`config.mk`:
```
export PLATFORM = sky130hd
export DESIGN_NAME = sti_divider
export DESIGN_NICKNAME = d
export VERILOG_FILES = /design/src/rtl/sti_pkg.sv /design/src/rtl/sti_divider.sv
export SDC_FILE = /design/constraint.sdc
export NUM_CORES = 1
export LEC_CHECK = 0
export ABC_AREA = 0
export BUFFER_PORTS_ARGS = -buffer_cell sky130_fd_sc_hd__buf_4
export CORE_MARGIN = 8
export CORE_UTILIZATION = 55
export CTS_CLUSTER_SIZE = 40
export DETAILED_ROUTE_END_ITERATION = 12
export PLACE_DENSITY = 0.74
export SLEW_MARGIN = 20
export SYNTH_ARGS = -nofsm -noshare
export SYNTH_HDL_FRONTEND = slang
export SYNTH_SLANG_ARGS = --single-unit
```
`constraint.sdc`:
```
create_clock -name clk -period 4.85 [get_ports clk]
set_input_delay 0.7275 -clock clk [delete_from_list [all_inputs] [get_ports clk]]
set_output_delay 0.7275 -clock clk [all_outputs]
set_load 0.01 [all_outputs]
```
`src/rtl/sti_pkg.sv`:
```
// ---------------------------------------------------------------------------
// sti_pkg
// Shared types and constants for the segment/triangle intersection core.
// ---------------------------------------------------------------------------
package sti_pkg;
  localparam int SLICE_BITS = 16;
  localparam int VEC_BITS   = 3 * SLICE_BITS;

  typedef struct packed {
    logic [VEC_BITS-1:0] seg_start;
    logic [VEC_BITS-1:0] seg_end;
    logic [VEC_BITS-1:0] vertex_a;
    logic [VEC_BITS-1:0] vertex_b;
    logic [VEC_BITS-1:0] vertex_c;
  } sti_in_t;

  typedef struct packed {
    logic               hit;
    logic               crosses_plane;
    logic signed [15:0] contact_x;
    logic signed [15:0] contact_y;
    logic signed [15:0] contact_z;
  } sti_out_t;
endpackage

```
`src/rtl/sti_divider.sv`:
```
// ---------------------------------------------------------------------------
// sti_divider
// Pipelined restoring divider: one quotient bit per stage, remainder flag.
// ---------------------------------------------------------------------------
module sti_divider
  import sti_pkg::*;
#(
  parameter int NB = 8,
  parameter int QB = 4,
  parameter int TB = 4
) (
  input  logic          clk,
  input  logic          adv,
  input  logic [NB-1:0] num_in,
  input  logic [NB-1:0] den_in,
  input  logic [TB-1:0] tag_in,
  output logic [QB-1:0] quo_out,
  output logic          rem_nz_out,
  output logic [TB-1:0] tag_out
);
  // stage k holds partial remainder, divisor and quotient so far
  logic [NB-1:0] rem_r [QB+1];
  logic [NB-1:0] den_r [QB+1];
  logic [QB-1:0] quo_r [QB+1];
  logic [TB-1:0] tag_r [QB+1];

  always_comb begin
    rem_r[0] = num_in;
    den_r[0] = den_in;
    quo_r[0] = '0;
    tag_r[0] = tag_in;
  end

  for (genvar k = 0; k < QB; k++) begin : g_stage
    localparam int SH = QB - 1 - k;
    logic [NB+QB-1:0] dsh;
    logic [NB+QB-1:0] rw;
    logic             ge;
    assign dsh = {{QB{1'b0}}, den_r[k]} << SH;
    assign rw  = {{QB{1'b0}}, rem_r[k]};
    assign ge  = rw >= dsh;
    always_ff @(posedge clk) begin
      if (adv) begin
        rem_r[k+1] <= ge ? NB'(rw - dsh) : rem_r[k];
        den_r[k+1] <= den_r[k];
        quo_r[k+1] <= quo_r[k] | (QB'(ge) << SH);
        tag_r[k+1] <= tag_r[k];
      end
    end
  end

  assign quo_out    = quo_r[QB];
  assign rem_nz_out = |rem_r[QB];
  assign tag_out    = tag_r[QB];
endmodule

```
# --- Yosys cells after proc, flatten, opt, wreduce, memory -nomap -nowiden ---
# Cells that the tools add are included.
totals:
  output_inout_bits: 9
  inputBits: 22
  elab_cells: 31
  regBits: 85
op_classes:
  reduce_logical: 1
  add_sub_neg: 4
  magnitude_cmp: 4
  bitwise: 3
  n_mux: 4
ops:
  columns: ["op", "n"]
  rows:
  - ["8-bit 2-to-1 mux", 4]
  - ["8-bit subtractor", 4]
  - ["8-bit by 11-bit greater-or-equal comparator with 1-bit output", 1]
  - ["8-bit by 10-bit greater-or-equal comparator with 1-bit output", 1]
  - ["8-bit by 9-bit greater-or-equal comparator with 1-bit output", 1]
  - ["8-bit greater-or-equal comparator", 1]
  - ["8-bit OR reduction", 1]
  - ["4-bit by 1-bit OR with 4-bit output", 1]
  - ["4-bit by 2-bit OR with 4-bit output", 1]
  - ["4-bit by 3-bit OR with 4-bit output", 1]

# --- Depth between registers and ports, before layout ---
# Gate-level depths: netlist of run 1.
depth:
  ltp_word: 2
  mapped_depth: 9
  depth_no_buf: 9

# --- Least setup slack after synthesis of run 1 ---
# OpenSTA, ideal clock, no wires.
synth_path:
  kind: "input -> register"
  startpoint: "input num_in[3]"
  endpoint: "register rem_r (netlist bit g_stage[1].rw[5]) (data pin)"
  slack_ps: 2455
  arrival_time_ps: 2135
  path_stages: 8
  setup_time_ps: 260
  cell_sequence: "inv_1 > ha_1 > fa_1 > nor2b_1 > o21ai_1 > a31oi_1 > o21ai_2 > mux2_2"
synth_via:
  elab_chain_len: 2
  word_cells_on_any_way: 3
  classes_between: "add/sub: 1; order compare: 1; mux: 1"
synth_lines:
  columns: ["item", "line_no", "source"]
  rows:
  - ["start: declaration", "sti_divider.sv:14", "input logic [NB-1:0] num_in,"]
  - ["8-bit by 11-bit greater-or-equal comparator with 1-bit output or 8-bit subtractor (tied branches)", "sti_divider.sv:41, sti_divider.sv:44", null]
  - ["8-bit 2-to-1 mux (*)", "sti_divider.sv:44", "rem_r[k+1] <= ge ? NB'(rw - dsh) : rem_r[k];"]
  - ["end signal: indexed assignment", "sti_divider.sv:44", null]
  - ["end: declaration", "sti_divider.sv:22", "logic [NB-1:0] rem_r [QB+1];"]
# Mark *: on every way between the ends. The rest lies on a longest branch, timed or not.
# A chain may end at the register's enable or synchronous reset.

# --- Worst setup path after layout of run 1 ---
layout_path:
  startpoint: "register den_r[16] in the netlist's numbering"
  endpoint: "register rem_r (netlist bit g_stage[3].rw[3]) (data pin)"
layout_via:
  elab_chain_len: 2
  word_cells_on_any_way: 3
  classes_between: "add/sub: 1; order compare: 1; mux: 1"
layout_lines:
  columns: ["item", "line_no", "source"]
  rows:
  - ["start: declaration", "sti_divider.sv:23", "logic [NB-1:0] den_r [QB+1];"]
  - ["start signal: indexed assignment", "sti_divider.sv:45", "den_r[k+1] <= den_r[k];"]
  - ["8-bit subtractor or 8-bit by 9-bit greater-or-equal comparator with 1-bit output (tied branches)", "sti_divider.sv:44, sti_divider.sv:41", null]
  - ["8-bit 2-to-1 mux (*)", "sti_divider.sv:44", null]
# Marks and branches as above.

==> impl_metrics.xml, run 1 <==
<?xml version="1.0" encoding="UTF-8"?>
<metrics>
  <group name="outcome">
    <metric name="run_status" unit="">complete, no violations</metric>
  </group>
  <group name="floorplanning">
    <metric name="initial_utilization" unit="%">56.6</metric>
    <metric name="ioPinCount" unit="">31</metric>
    <metric name="placeableCoreArea" unit="sq um">7210</metric>
    <metric name="dieWidth" unit="um">102</metric>
    <metric name="floorplan.rows" unit="">31</metric>
    <metric name="total_die_area" unit="sq um">10400</metric>
    <metric name="fp.dieH" unit="um">102</metric>
  </group>
  <group name="hold_path">
    <metric name="holdCritPathClass" unit="">reg2reg</metric>
    <metric name="holdPathStages" unit="">0</metric>
  </group>
  <group name="clock_tree">
    <metric name="cts-root-to-sink-buffers" unit="">2</metric>
    <metric name="clock_sink_count" unit="">82</metric>
    <metric name="post_cts.repair.setup_buffers" unit="">0</metric>
    <metric name="ctsRootBufferMaster" unit="">sky130_fd_sc_hd__clkbuf_8</metric>
    <metric name="clock_tree.htree_level_count" unit="">3</metric>
    <metric name="reg_clk_slew_reported_paths" unit="ns">0.09</metric>
    <metric name="cts_hold_buf" unit="">0</metric>
    <metric name="clock_insertion_delay_worst_skew" unit="ns">0.35</metric>
    <metric name="clock_tree_from_tritoncts" unit="">done</metric>
    <metric name="cts_inserted_buffers" unit="">9</metric>
    <metric name="cts_resized" unit="">0</metric>
  </group>
  <group name="timing">
    <metric name="finalCriticalPeriod" unit="ns">2.74</metric>
    <metric name="hold_fails_final_rpt" unit="">0</metric>
    <metric name="maxClockFrequency" unit="MHz">366</metric>
    <metric name="report.final.slew_viol_count" unit="">0</metric>
    <metric name="maxSlewHeadroom" unit="%">35.5</metric>
    <metric name="fin_skew" unit="ns">0.0123</metric>
    <metric name="rsz0062_at_grt" unit="">false</metric>
    <metric name="share_of_the_clock_period_used_by_the_worst_path" unit="%">56.4</metric>
    <metric name="tightest_slew" unit="ns">0.967</metric>
    <metric name="setup_tns" unit="ns">0</metric>
    <metric name="setup_viol_count_final" unit="">0</metric>
  </group>
  <group name="setup_path">
    <metric name="r2r_slack" unit="ns">2.11</metric>
    <metric name="critPathCaptureType" unit="">flop</metric>
    <metric name="critical_path.max_fanout" unit="">12</metric>
    <metric name="crit_required" unit="ns">4.95</metric>
    <metric name="reg2reg_depth" unit="">6</metric>
    <metric name="path_class" unit="">reg2reg</metric>
    <metric name="crit_path_start_kind" unit="">flop</metric>
    <metric name="timing.critical_path.arrival" unit="ns">2.83</metric>
  </group>
  <group name="logic_synthesis">
    <metric name="syn-num-nets" unit="">343</metric>
    <metric name="average_cell_area_after_synthesis" unit="sq um">14.0</metric>
    <metric name="ys_ff_latch" unit="">82</metric>
    <metric name="synthesis.instances" unit="">291</metric>
    <metric name="adder_and_majority_cell_fraction_of_the_synthesized_area" unit="%">9.94</metric>
    <metric name="synth_compound_area_share" unit="%">8.74</metric>
    <metric name="ys_async_sr_fraction" unit="%">0</metric>
    <metric name="ys_warn_count" unit="">0</metric>
    <metric name="synth_flop_cell" unit="">sky130_fd_sc_hd__edfxtp_1</metric>
    <metric name="combinational_family_with_the_most_area_after_synthesis" unit="">adder cells</metric>
    <metric name="synth_seq_area_share" unit="%">60.3</metric>
    <metric name="synth.cell_area" unit="sq um">4080</metric>
    <metric name="post_synth_xor_area_fraction" unit="%">2.15</metric>
    <metric name="post_synth_mux_area_share" unit="%">6.23</metric>
    <metric name="synth_cell_types" unit="">51</metric>
    <metric name="post_synth_and_or_nand_nor_area_fraction" unit="%">6.96</metric>
    <metric name="synth_enable_flop_cells" unit="">82</metric>
  </group>
  <group name="global_route">
    <metric name="grt_first_pass_wirelength" unit="um">10500</metric>
    <metric name="grt_use_total" unit="%">13.2</metric>
    <metric name="grt_start_max_net_pins" unit="">83</metric>
    <metric name="grt-ovfl-total" unit="">0</metric>
    <metric name="number_of_global_route_vias_before_repair" unit="">2450</metric>
    <metric name="antenna_found_initial" unit="">0</metric>
  </group>
  <group name="finish">
    <metric name="synth_to_final_area_change" unit="%">11.3</metric>
    <metric name="utilization_of_the_core_after_routing" unit="%">62.9</metric>
    <metric name="n_fill_cell" unit="">566</metric>
    <metric name="final_layout_size_suffix_gt1_share" unit="%">22.0</metric>
    <metric name="n_antenna_cell" unit="">0</metric>
    <metric name="finish.net_count" unit="">374</metric>
    <metric name="finalInstanceArea" unit="sq um">4540</metric>
  </group>
  <group name="place">
    <metric name="placement.io_buffers" unit="">30</metric>
    <metric name="gp_congestion" unit="">0.876</metric>
    <metric name="detailedPlacementHpwl" unit="um">4480</metric>
    <metric name="postPlaceCellArea" unit="sq um">4350</metric>
  </group>
  <group name="pwr">
    <metric name="power-per-cell-area" unit="nW/um^2">366</metric>
    <metric name="power_leakage" unit="nW">1.85</metric>
    <metric name="worst_ir_drop_vdd" unit="mV">0.185</metric>
  </group>
  <group name="routing">
    <metric name="via_count" unit="">2243</metric>
    <metric name="detail_route.drc_violations" unit="">0</metric>
    <metric name="viasPerCell" unit="">5.27</metric>
    <metric name="post_drt_wl_per_cell" unit="um">14.1</metric>
    <metric name="detail_route.wirelength" unit="um">5990</metric>
    <metric name="drtPass1Iterations" unit="">4</metric>
    <metric name="number_of_nets_with_antenna_violations_after_routing" unit="">0</metric>
    <metric name="drt_first_iter_violations" unit="">55</metric>
  </group>
  <group name="flow_run">
    <metric name="max-cap-violations" unit="">0</metric>
  </group>
</metrics>
routing by layer:
layer / share of wire (%) / vias to the layer above / routed length (um) / global-route usage, %
li1: - / 1125 / - / -
met1: 42 / 1060 / 2490 / 13.5
met2: 52 / 43 / 3120 / 23.6
met3: 3.5 / 15 / 211 / 3.75
met4: 2.9 / 0 / 172 / 7.11
met5: 0 / - / 0 / 0
Yosys cell counts, types with 2 or more instances:
master / number / share of area [%]
sky130_fd_sc_hd__a21o_1: 4 / 0.74
sky130_fd_sc_hd__a21oi_1: 8 / 0.98
sky130_fd_sc_hd__a31oi_1: 3 / 0.46
sky130_fd_sc_hd__and3_1: 2 / 0.31
sky130_fd_sc_hd__buf_4: 8 / 1.5
sky130_fd_sc_hd__edfxtp_1: 82 / 60
sky130_fd_sc_hd__fa_1: 4 / 2.0
sky130_fd_sc_hd__ha_1: 26 / 8.0
sky130_fd_sc_hd__inv_1: 41 / 3.8
sky130_fd_sc_hd__mux2_2: 11 / 3.0
sky130_fd_sc_hd__mux2_4: 4 / 1.5
sky130_fd_sc_hd__mux2i_1: 7 / 1.7
sky130_fd_sc_hd__nand2_1: 9 / 0.83
sky130_fd_sc_hd__nand3_1: 4 / 0.49
sky130_fd_sc_hd__nand4_1: 3 / 0.46
sky130_fd_sc_hd__nor2_1: 11 / 1.0
sky130_fd_sc_hd__nor2b_1: 7 / 1.1
sky130_fd_sc_hd__nor3_1: 3 / 0.37
sky130_fd_sc_hd__nor4_1: 3 / 0.46
sky130_fd_sc_hd__o211ai_1: 3 / 0.55
sky130_fd_sc_hd__o21a_1: 3 / 0.55
sky130_fd_sc_hd__o21ai_0: 8 / 0.98
sky130_fd_sc_hd__xnor2_1: 7 / 1.5
sky130_fd_sc_hd__xor2_1: 3 / 0.64
sequential cells by signal (all words and copies together), names as in the netlist:
name and flops:
den_r 24, rem_r 8, tag_r 12, quo_r 6, tag_out 4, g_stage.rw 24
quo_out 4
where the power goes:
| group | leakage, nW | switching (mW) | internal, mW | total, mW |
|---|---|---|---|---|
| clock | 0.0930 | 0.259 | 0.194 | 0.453 |
| sequential | 0.805 | 0.0265 | 0.864 | 0.890 |
| combinational | 0.954 | 0.165 | 0.152 | 0.317 |
| total | 1.85 | 0.451 | 1.21 | 1.66 |
cell families (layout without fill, tap and decap cells):
kind of cell	count (synthesis)	count (layout)
AO/OA/AOI/OAI	45	45
XOR/XNOR	10	10
adder cells (fa/ha/maj)	30	30
buffers and inverters	51	87
flip-flops	82	82
multiplexers	22	22
AND/OR/NAND/NOR	51	51
cells in the final DEF (no fill, tap or decap), types with 4 or more instances in the layout:
master,instances
sky130_fd_sc_hd__nor2_1,11
sky130_fd_sc_hd__fa_1,4
sky130_fd_sc_hd__nor2b_1,7
sky130_fd_sc_hd__ha_1,26
sky130_fd_sc_hd__a21o_1,4
sky130_fd_sc_hd__nand2_1,9
sky130_fd_sc_hd__xnor2_1,7
sky130_fd_sc_hd__mux2_2,11
sky130_fd_sc_hd__edfxtp_1,82
sky130_fd_sc_hd__a21oi_1,8
sky130_fd_sc_hd__clkbuf_8,9
sky130_fd_sc_hd__mux2i_1,7
sky130_fd_sc_hd__inv_1,41
sky130_fd_sc_hd__nand3_1,4
sky130_fd_sc_hd__o21ai_0,8
sky130_fd_sc_hd__buf_4,30
sky130_fd_sc_hd__mux2_4,4
critical path, stage by stage, from the launching register on:
cell and delay, ns:
sky130_fd_sc_hd__edfxtp_1 0.40, sky130_fd_sc_hd__ha_1 0.25, sky130_fd_sc_hd__fa_1 0.41, sky130_fd_sc_hd__and2b_1 0.27
sky130_fd_sc_hd__o31ai_4 0.08, sky130_fd_sc_hd__a311oi_2 0.67, sky130_fd_sc_hd__mux2_2 0.41
final cells by class:
| class | instances | area [sq um] | area share [%] |
|---|---|---|---|
| multi-input cells | 158 | 1390 | 30.6 |
| inverters | 41 | 154 | 3.39 |
| repair buffers | 30 | 225 | 4.96 |
| well taps | 99 | 124 | 2.73 |
| clock inverters | 7 | 63.8 | 1.41 |
| flip-flops and latches | 82 | 2460 | 54.2 |
| clock buffers | 9 | 124 | 2.73 |
worst paths after layout:
path	end	start
min	quo_out[2]	quo_r[6]
max reg2reg	g_stage[3].rw[3]	den_r[16]
min reg2reg	quo_out[2]	quo_r[6]
max	g_stage[3].rw[3]	den_r[16]
through the flow:
stage / power [mW] / std cells / setup WS [ns] / hold slack [ns]
finish: 1.66 / 426 / 2.11 / 0.424
global route: 1.74 / 426 / 1.97 / 0.431
CTS: 1.67 / 426 / 2.10 / 0.426
detailed placement: 1.22 / 410 / 2.14 / 0.405
global placement: 1.21 / 410 / 2.19 / 0.400
floorplan: 1.14 / 291 / 2.45 / 0.400
No activity file was read; power rests on OpenSTA's default activity.
==> inputs of run 2 (changes only) <==
==> constraint.sdc (replaced) <==
create_clock -name clk -period 2.65 [get_ports clk]
set_input_delay 0.3975 -clock clk [delete_from_list [all_inputs] [get_ports clk]]
set_output_delay 0.3975 -clock clk [all_outputs]
set_load 0.01 [all_outputs]
==> run 2 against run 1 <==
Fmax increased by 9.2%. Largest cell class unchanged. Core utilization increased by 1.2 points. Highest routed layer unchanged. Largest power group unchanged. Critical endpoint is now rem_r[2]. Clock skew decreased by 0.0034 ns.
==> impl_metrics.xml, run 2 (synthesis gave the netlist of run 1 again) <==
<?xml version="1.0" encoding="UTF-8"?>
<metrics>
  <group name="setup_path">
    <metric name="timing.critical_path.arrival" unit="ns">2.61</metric>
    <metric name="worstSetupEndpoint" unit="">rem_r[2]</metric>
    <metric name="critical_path.max_fanout" unit="">6</metric>
    <metric name="r2r_slack" unit="ns">0.15</metric>
    <metric name="critPathCaptureType" unit="">flop</metric>
    <metric name="path_class" unit="">reg2reg</metric>
    <metric name="reg2reg_depth" unit="">7</metric>
    <metric name="crit_path_start_kind" unit="">flop</metric>
    <metric name="critPathLaunch" unit="">den_r[8]</metric>
    <metric name="crit_required" unit="ns">2.76</metric>
    <metric name="reg2reg_to" unit="">rem_r[2]</metric>
    <metric name="reg_to_reg_critical_path_startpoint" unit="">den_r[8]</metric>
  </group>
  <group name="global_route">
    <metric name="grt_start_max_net_pins" unit="">39</metric>
    <metric name="number_of_global_route_vias_before_repair" unit="">2393</metric>
    <metric name="grt_first_pass_wirelength" unit="um">10500</metric>
    <metric name="grt-ovfl-total" unit="">0</metric>
    <metric name="grt_use_total" unit="%">13.2</metric>
    <metric name="antenna_found_initial" unit="">0</metric>
  </group>
  <group name="finish">
    <metric name="finalInstanceArea" unit="sq um">4630</metric>
    <metric name="utilization_of_the_core_after_routing" unit="%">64.1</metric>
    <metric name="final_layout_size_suffix_gt1_share" unit="%">23.4</metric>
    <metric name="final_cells" unit="">432</metric>
    <metric name="synth_to_final_area_change" unit="%">13.4</metric>
    <metric name="commonest_cells_after_routing_fill_and_taps_aside" unit="">sky130_fd_sc_hd__edfxtp_1 (82), sky130_fd_sc_hd__inv_1 (41), sky130_fd_sc_hd__buf_4 (36)</metric>
    <metric name="finish.net_count" unit="">380</metric>
    <metric name="layout_commonest_cell" unit="">sky130_fd_sc_hd__edfxtp_1</metric>
    <metric name="n_antenna_cell" unit="">0</metric>
  </group>
  <group name="hold_path">
    <metric name="holdCritPathClass" unit="">in2reg</metric>
    <metric name="holdPathStages" unit="">1</metric>
  </group>
  <group name="pwr">
    <metric name="worst_ir_drop_vdd" unit="mV">0.352</metric>
    <metric name="power-per-cell-area" unit="nW/um^2">700</metric>
    <metric name="p_int" unit="mW">2.42</metric>
    <metric name="share_comb_of_total_power" unit="%">18.3</metric>
    <metric name="power.share.sequential" unit="%">50.2</metric>
    <metric name="switching_fraction_of_total_power" unit="%">25.4</metric>
    <metric name="switchingPower" unit="mW">0.823</metric>
    <metric name="fin_total_pwr" unit="mW">3.24</metric>
    <metric name="power_leakage" unit="nW">1.90</metric>
    <metric name="clock_power_share" unit="%">31.5</metric>
  </group>
  <group name="floorplanning">
    <metric name="fp.dieH" unit="um">102</metric>
    <metric name="floorplan.rows" unit="">31</metric>
    <metric name="placeableCoreArea" unit="sq um">7210</metric>
    <metric name="dieWidth" unit="um">102</metric>
    <metric name="ioPinCount" unit="">31</metric>
    <metric name="total_die_area" unit="sq um">10400</metric>
    <metric name="initial_utilization" unit="%">56.6</metric>
  </group>
  <group name="routing">
    <metric name="drt_first_iter_violations" unit="">58</metric>
    <metric name="detail_route.drc_violations" unit="">0</metric>
    <metric name="drtPass1Iterations" unit="">4</metric>
    <metric name="met3_wirelength" unit="um">187</metric>
    <metric name="via_count" unit="">2251</metric>
    <metric name="top_routing_layer_used" unit="">met4</metric>
    <metric name="detail_route.wirelength" unit="um">5970</metric>
    <metric name="number_of_nets_with_antenna_violations_after_routing" unit="">0</metric>
    <metric name="met2WireLength" unit="um">3260</metric>
    <metric name="viasPerCell" unit="">5.21</metric>
    <metric name="post_drt_wl_per_cell" unit="um">13.8</metric>
    <metric name="met1_length" unit="um">2390</metric>
  </group>
  <group name="timing">
    <metric name="maxSlewHeadroom" unit="%">64.4</metric>
    <metric name="finalCriticalPeriod" unit="ns">2.50</metric>
    <metric name="fin_skew" unit="ns">0.00882</metric>
    <metric name="holdWs" unit="ns">0.212</metric>
    <metric name="maxClockFrequency" unit="MHz">399</metric>
    <metric name="setup_viol_count_final" unit="">0</metric>
    <metric name="tightest_slew" unit="ns">0.528</metric>
    <metric name="final_critical_path_setup_slack" unit="ns">0.145</metric>
    <metric name="hold_fails_final_rpt" unit="">0</metric>
    <metric name="report.final.slew_viol_count" unit="">0</metric>
    <metric name="setup_tns" unit="ns">0</metric>
    <metric name="rsz0062_at_grt" unit="">false</metric>
    <metric name="share_of_the_clock_period_used_by_the_worst_path" unit="%">94.5</metric>
  </group>
  <group name="clock_tree">
    <metric name="clock_insertion_delay_worst_skew" unit="ns">0.35</metric>
    <metric name="cts_hold_buf" unit="">0</metric>
    <metric name="ctsRootBufferMaster" unit="">sky130_fd_sc_hd__clkbuf_8</metric>
    <metric name="clock_sink_count" unit="">82</metric>
    <metric name="reg_clk_slew_reported_paths" unit="ns">0.09</metric>
    <metric name="clock_tree.htree_level_count" unit="">3</metric>
    <metric name="clock_tree_from_tritoncts" unit="">done</metric>
    <metric name="cts_inserted_buffers" unit="">9</metric>
    <metric name="cts-root-to-sink-buffers" unit="">2</metric>
  </group>
  <group name="outcome">
    <metric name="run_status" unit="">complete, no violations</metric>
  </group>
  <group name="place">
    <metric name="gp_congestion" unit="">0.894</metric>
    <metric name="detailedPlacementHpwl" unit="um">4600</metric>
    <metric name="worst_setup_slack_after_placement" unit="ns">0.122</metric>
    <metric name="placement.io_buffers" unit="">30</metric>
    <metric name="placedCellCount" unit="">415</metric>
    <metric name="postPlaceCellArea" unit="sq um">4390</metric>
  </group>
  <group name="flow_run">
    <metric name="max-cap-violations" unit="">0</metric>
  </group>
</metrics>
run 2: cell types whose count changed in the layout (fill, tap and decap cells not counted), sizes merged:
cell | previous run | this run
bufinv | 0 | 2
clkinv | 4 | 0
inv | 43 | 45
buf | 30 | 36
run 2: final cells by class:
class | count | area, sq um
Fill cell | 570 | 2590
Sequential cell | 82 | 2460
Multi-Input combinational cell | 158 | 1390
Timing Repair Buffer | 36 | 270
Inverter | 41 | 154
Clock buffer | 9 | 124
Tap cell | 99 | 124
Clock inverter | 7 | 105
run 2: timing repair:
item | CTS | global route
resized for setup | 0 | 0
setup buffers | 0 | 1
setup endpoints to repair | 0 | 3
run 2: worst min-delay path by stage:
stage | start | to | slack [ns]
after global placement | tag_r[7] | tag_out[3] | 0.40
after CTS | tag_in[3] | tag_r[15] | 0.19
after global routing | tag_in[3] | tag_r[15] | 0.19
final | tag_in[3] | tag_r[15] | 0.21
after floorplan | quo_r[5] | quo_out[1] | 0.40
after detailed placement | quo_r[11] | quo_r[7] | 0.40
run 2: power groups by stage:
stage | registers, mW | logic, mW | clock network [mW]
after global routing | 1.64 | 0.670 | 1.10
after global placement | 1.65 | 0.568 | 0
final | 1.63 | 0.592 | 1.02
after detailed placement | 1.66 | 0.586 | 0
after floorplan | 1.64 | 0.450 | 0
after CTS | 1.63 | 0.592 | 1.05
run 2: worst max-delay path: stages (launching register included):
cell and delay [ns]:
sky130_fd_sc_hd__edfxtp_1 0.39, sky130_fd_sc_hd__ha_1 0.24, sky130_fd_sc_hd__fa_1 0.42, sky130_fd_sc_hd__nand2b_1 0.18
sky130_fd_sc_hd__a21oi_2 0.22, sky130_fd_sc_hd__o221ai_2 0.18, sky130_fd_sc_hd__a22oi_4 0.27, sky130_fd_sc_hd__mux2_2 0.37
run 2: metal layers:
metal / vias to the layer above / GRT usage [%]
met5: - / 0
met4: 0 / 7.79
met3: 11 / 3.20
met2: 30 / 23.3
met1: 1073 / 14.0
li1: 1137 / -
